$ cat src/rtl/ags_pkg.sv
package ags_pkg;

  localparam int MAX_GRID_WIDTH  = 256;
  localparam int MAX_GRID_HEIGHT = 256;
  localparam int FRAC_BITS       = 16;
  localparam int KERNEL_SHIFT    = 20;
  localparam int LOSS_SHIFT      = 16;

  localparam int VAL_W   = 32;
  localparam int SOLID_W = 8;
  localparam int SIZE_W  = 9;
  localparam int LOSS_W  = 17;
  localparam int GAIN_W  = 32;

  localparam int COL_W  = $clog2(MAX_GRID_WIDTH);
  localparam int ROW_W  = $clog2(MAX_GRID_HEIGHT);
  localparam int WDIM_W = $clog2(MAX_GRID_WIDTH + 1);
  localparam int HDIM_W = $clog2(MAX_GRID_HEIGHT + 1);

  localparam int AC_W    = VAL_W + 1;
  localparam int SUM_W   = VAL_W + 3;
  localparam int DIFF_W  = VAL_W + 2;
  localparam int ACC_W   = SUM_W + 21;
  localparam int GPROD_W = DIFF_W + GAIN_W;
  localparam int GTERM_W = GPROD_W - FRAC_BITS;
  localparam int LPROD_W = VAL_W + LOSS_W + 1;
  localparam int LTERM_W = LPROD_W - LOSS_SHIFT;
  localparam int RES_W   = GTERM_W + 1;

  localparam int W_CORNER = 11895;
  localparam int W_EDGE   = 87891;
  localparam int W_CENTRE = 649432;

  localparam int KERNEL_HALF = 1 << (KERNEL_SHIFT - 1);
  localparam int FRAC_HALF   = 1 << (FRAC_BITS - 1);
  localparam int LOSS_HALF   = 1 << (LOSS_SHIFT - 1);

  localparam int NUM_FIELDS = 3;
  localparam int F_VX = 0;
  localparam int F_VY = 1;
  localparam int F_P  = 2;

  localparam logic CMD_CELL  = 1'b0;
  localparam logic CMD_FLUSH = 1'b1;

  localparam int REG_IDX_W = 3;
  localparam logic [REG_IDX_W-1:0] REG_GRID_WIDTH    = 3'd0;
  localparam logic [REG_IDX_W-1:0] REG_GRID_HEIGHT   = 3'd1;
  localparam logic [REG_IDX_W-1:0] REG_VELOCITY_LOSS = 3'd2;
  localparam logic [REG_IDX_W-1:0] REG_PRESSURE_LOSS = 3'd3;
  localparam logic [REG_IDX_W-1:0] REG_VELOCITY_GAIN = 3'd4;
  localparam logic [REG_IDX_W-1:0] REG_PRESSURE_GAIN = 3'd5;

  typedef logic [NUM_FIELDS-1:0][VAL_W-1:0] trip_t;

  typedef struct packed {
    trip_t              v;
    logic [SOLID_W-1:0] solid;
  } px_t;

  typedef struct packed {
    trip_t top;
    px_t   mid;
    trip_t bot;
  } column_t;

  typedef struct packed {
    logic [NUM_FIELDS-1:0][AC_W-1:0]  ac;
    logic [NUM_FIELDS-1:0][VAL_W-1:0] b;
  } csum_t;

  typedef struct packed {
    logic emit;
    logic top_ok;
    logic bot_ok;
    logic left_ok;
    logic right_ok;
    logic last;
  } meta_t;

  typedef struct packed {
    logic [LOSS_W-1:0] velocity_loss;
    logic [LOSS_W-1:0] pressure_loss;
    logic [GAIN_W-1:0] velocity_gain;
    logic [GAIN_W-1:0] pressure_gain;
  } cfg_t;

endpackage

$ cat src/rtl/ags_cell.sv
module ags_cell (
  input  logic             clk_i,
  input  logic             shift_i,
  input  ags_pkg::column_t col_i,
  input  logic             top_ok_i,
  input  logic             bot_ok_i,
  input  logic             col_ok_i,
  output ags_pkg::column_t col_o,
  output ags_pkg::csum_t   sum_o
);
  import ags_pkg::*;

  column_t col_q;

  always_ff @(posedge clk_i) begin
    if (shift_i) begin
      col_q <= col_i;
    end
  end

  // Off-grid neighbours contribute nothing to the weighted sums.
  always_comb begin
    logic signed [AC_W-1:0] t;
    logic signed [AC_W-1:0] u;
    for (int f = 0; f < NUM_FIELDS; f++) begin
      t = (top_ok_i && col_ok_i) ? AC_W'($signed(col_q.top[f])) : '0;
      u = (bot_ok_i && col_ok_i) ? AC_W'($signed(col_q.bot[f])) : '0;
      sum_o.ac[f] = t + u;
      sum_o.b[f]  = col_ok_i ? col_q.mid.v[f] : '0;
    end
  end

  assign col_o = col_q;

endmodule

$ cat config.mk
export PLATFORM = sky130hd
export DESIGN_NAME = ags_cell
export DESIGN_NICKNAME = d
export VERILOG_FILES = /design/src/rtl/ags_pkg.sv /design/src/rtl/ags_cell.sv
export SDC_FILE = /design/constraint.sdc
export NUM_CORES = 1
export LEC_CHECK = 0
export ABC_CLOCK_PERIOD_IN_PS = 3900
export BUFFER_PORTS_ARGS = -buffer_cell sky130_fd_sc_hd__buf_2
export CAP_MARGIN = 40
export CORE_AREA = 2 2 311 313
export CTS_BUF_LIST = sky130_fd_sc_hd__clkbuf_8
export DETAILED_ROUTE_END_ITERATION = 12
export DIE_AREA = 0 0 313 315
export SLEW_MARGIN = 20
export SYNTH_ARGS = -nofsm -noshare
export SYNTH_HDL_FRONTEND = slang
export SYNTH_SLANG_ARGS = --single-unit
$ cat constraint.sdc
create_clock -name clk_i -period 3.9 [get_ports clk_i]
set_input_delay 0.39 -clock clk_i [delete_from_list [all_inputs] [get_ports clk_i]]
set_output_delay 0.39 -clock clk_i [all_outputs]
set_load 0.005 [all_outputs]
## Word-level counts from Yosys, hierarchy flattened

Cells that the tools add are included.

- Logic and storage cells: 24
- Input port bits: 301
- Output and inout bits: 491
- Register bits: 296

- Muxes and demuxes: 9
- Add/subtract/negate cells: 3
- Reductions and logical operators: 2

Operators with widths:

| kind | number |
|---|---|
| $mux 33 | 6 |
| $add 33x33->33 | 3 |
| $mux 32 | 3 |
| $logic_and 1x1->1 | 2 |

## Longest topological paths before layout

- Word-level depth: 3
- Gate-level depth with buffers: 13

## Least setup slack after synthesis

Ideal clock, no wire load.

- Path kind: input port to output port
- Start point: input port col_ok_i
- End point: output port sum_o[126] (netlist bit)
- Setup slack: 0.241 ns
- Stages: 13
- Data arrival time: 3.269 ns
- Buffers on the path: 2
- Cell sequence: clkbuf_1 > clkbuf_1 > and3_1 > ha_1 > fa_1 > a211oi_1 > o21bai_1 > a211oi_1 > a21oi_1 > a311oi_1 > o2111ai_1 > a21oi_1 > xnor2_1

RTL lines:

| item | RTL line | text |
|---|---|---|
| start, declared | ags_cell.sv:7 | `input logic col_ok_i,` |
| end, declared | ags_cell.sv:9 | `output ags_pkg::csum_t sum_o` |

==> impl_results.md <==
* CP Class: reg -> out
* Synth Flop Type: edfxtp_1
* Setup TNS at -1.22 ns
* Avg Cell Area, Syn at 11.9 µm²
* Chip Width at 313 µm
* Sequential share of the synthesized area at 56.6%
* LEAKAGE at 12.7 nW
* Fmax at 0.246 GHz
* Final Cycle Share at 104%
* H-Tree Depth at 2
* Worst min path class: in -> reg
* Clock sinks at 296
* Initial core utilization at 16.4%
* Die area at 0.0986 mm²
* Port bufs at 791
* Post-synth EDFFs at 296
* Tightest Pin Transition at 1.02 ns
* Worst Path Required at 3.51 ns
* Routability cong. at 0.865
* Yosys top cell by area: edfxtp_1
* Via count at 15900
* Drt drc at 0
* Largest net degree at the start of global routing at 108
* First-pass GRT wire length at 100000 µm
* Longest Clk Path Bufs at 3
* RSZ-0062 raised after global routing: yes
* Critical Path End Type: output port
* Pre-CTS setup slack at -0.118 ns
* Slew HR at 32.3%
* Cts bufs inserted at 52
* Max FO, Critical Path at 2
* Warnings, synthesis at 0
* Nets at 2940
* Standard-cell rows at 114
* Clock root buffer: clkbuf_8
* Routed wire length at 72300 µm
* DR vias/cell at 4.13
* Max Slew Vio Count at 0
* Hold Slack at 0.238 ns
* Drt initial violations at 1085
* Final Hold Vio Count at 0
* Critical Path AT at 3.67 ns
* Initial antenna violation count at 8
* Grt total ovfl at 0
* Final antenna-violating net count at 0
* Core area at 0.0957 mm²
* CTS tree: yes
* I/O pin count at 792
* Pwr/cell area at 319 mW/mm²
* Max Cap Viol at 0
* Status: finished with violations
* Clk slew on worst S/H paths at 0.06 ns
* Asr flop ratio synth at 0%
* Area grow syn2layout at 75.4%
* Synth unique cells at 61
* Largest register FFs at 296
* Cell Area, Synth at 0.0157 mm²
* Period minus WS final at 4.06 ns
* Setup ws final at -0.160 ns
* Startpoint types: flip-flop
* Layout cells sized above 1 at 46.3%
* Final setup fails at 18
* Synth top area share at 56.6%
* Number of global-route vias before repair at 15900
* Net Count, Synth at 1721
* Post-DP HPWL at 54700 µm
* WL per Instance at 18.7 µm
* Failing checks: negative setup slack
* Peak VDD IR at 0.245 mV
* Flops & latches, synth at 296
* Synth area leaders: edfxtp_1, and3_1, ha_1
* Die H at 315 µm
* Pre-antenna DRT Iters at 5
* Total GRT Usage at 13.6%
* Post-Synthesis Cells at 1321
-- cell usage after synthesis, drive strengths merged, types with 6 or more instances --
cell	count
a21o	38
nor2b	6
nand2b	9
nand3	23
a31oi	11
clkbuf	67
ha	96
a211oi	11
nor3	19
and3	202
nand2	49
a21oi	87
and2	98
xor2	26
o21ai	47
nand4	12
edfxtp	296
inv	27
o21bai	13
o211ai	8
nor2	49
o2111ai	6
xnor2	60
-- worst max-delay path: stages (launching register included) --
cell and delay, ns:
edfxtp_1 0.39, and3_1 0.19, ha_2 0.20, buf_6 0.12
fa_2 0.35, a211oi_2 0.22, o21bai_2 0.13, a211oi_4 0.31
a21oi_4 0.12, a311oi_2 0.26, o2111ai_1 0.16, a21oi_2 0.21
xnor2_2 0.19, buf_2 0.18
-- placed cells by master (no fill, tap or decap), drive strengths merged, types with 12 or more instances in the layout --
master and instances:
nor2 49, xnor2 60, ha 96, inv 40, clkbuf 52, nand2 49
buf 937, a21o 38, a21oi 87, nand3 23, nor3 19, edfxtp 296
o21ai 47, nand4 12, o21bai 13, clkinv 24, dlygate4sd3 296, and2 98
and3 202, xor2 26
-- final cells by class --
| class | instances | area, µm² |
|---|---|---|
| timing repair buffer | 1233 | 8190 |
| clock inverter | 44 | 314 |
| multi-input combinational | 930 | 7720 |
| fill | 9706 | 68200 |
| tap | 1276 | 1600 |
| antenna | 2 | 5.00 |
| sequential | 296 | 8890 |
| inverter | 27 | 101 |
| clock buffer | 52 | 716 |
-- power by group --
group,internal (mW),switching [mW],total (mW)
sequential,3.80,0.190,3.99
clock,1.48,1.44,2.92
combinational,0.954,0.913,1.87
-- kinds of logic after synthesis --
family,after synthesis,share of synthesized area [%]
AO/OA/AOI/OAI,261,10.7
XOR/XNOR,86,4.80
adder cells (fa/ha/maj),99,8.03
buffers and inverters,95,2.28
flip-flops,296,56.6
AND/OR/NAND/NOR,484,17.6
-- routing by layer --
metal	vias to the layer above	track usage, %	part of all wire (%)	routed length (µm)
met4	6	5.20	3.2	2320
met2	695	22.4	48	34400
met1	7681	16.9	41	29900
met3	118	3.75	7.9	5690
met5	-	0	0.055	40
li1	7436	-	-	-
-- through the flow --
stage / area (µm²) / util, % / std cells / total power [mW]
finish: 27500 / 28.8 / 3860 / 8.78
global route: 27500 / 28.8 / 3860 / 9.19
CTS: 26800 / 28.0 / 3828 / 8.81
detailed placement: 21700 / 22.6 / 3393 / 5.49
global placement: 21700 / 22.6 / 3393 / 5.49
floorplan: 15700 / - / 1321 / 4.48
-- repair_timing --
| action | in CTS | in global routing |
|---|---|---|
| setup buffers | 43 | 32 |
| endpoints found under the hold margin | 296 | 0 |
| endpoints found under the setup margin | 58 | 47 |
| hold buffers | 296 | 0 |
| pin swaps | 94 | 82 |
| resized for setup | 142 | 97 |
-- path summary, 6_finish.rpt --
| kind | from | slack [ns] | to | depth (start not counted) |
|---|---|---|---|---|
| setup / recovery | col_o[200] | -0.16 | sum_o[126] | 13 |
| hold / removal | shift_i | 0.24 | col_o[103] | 1 |
No activity file was read; power rests on OpenSTA's default activity.
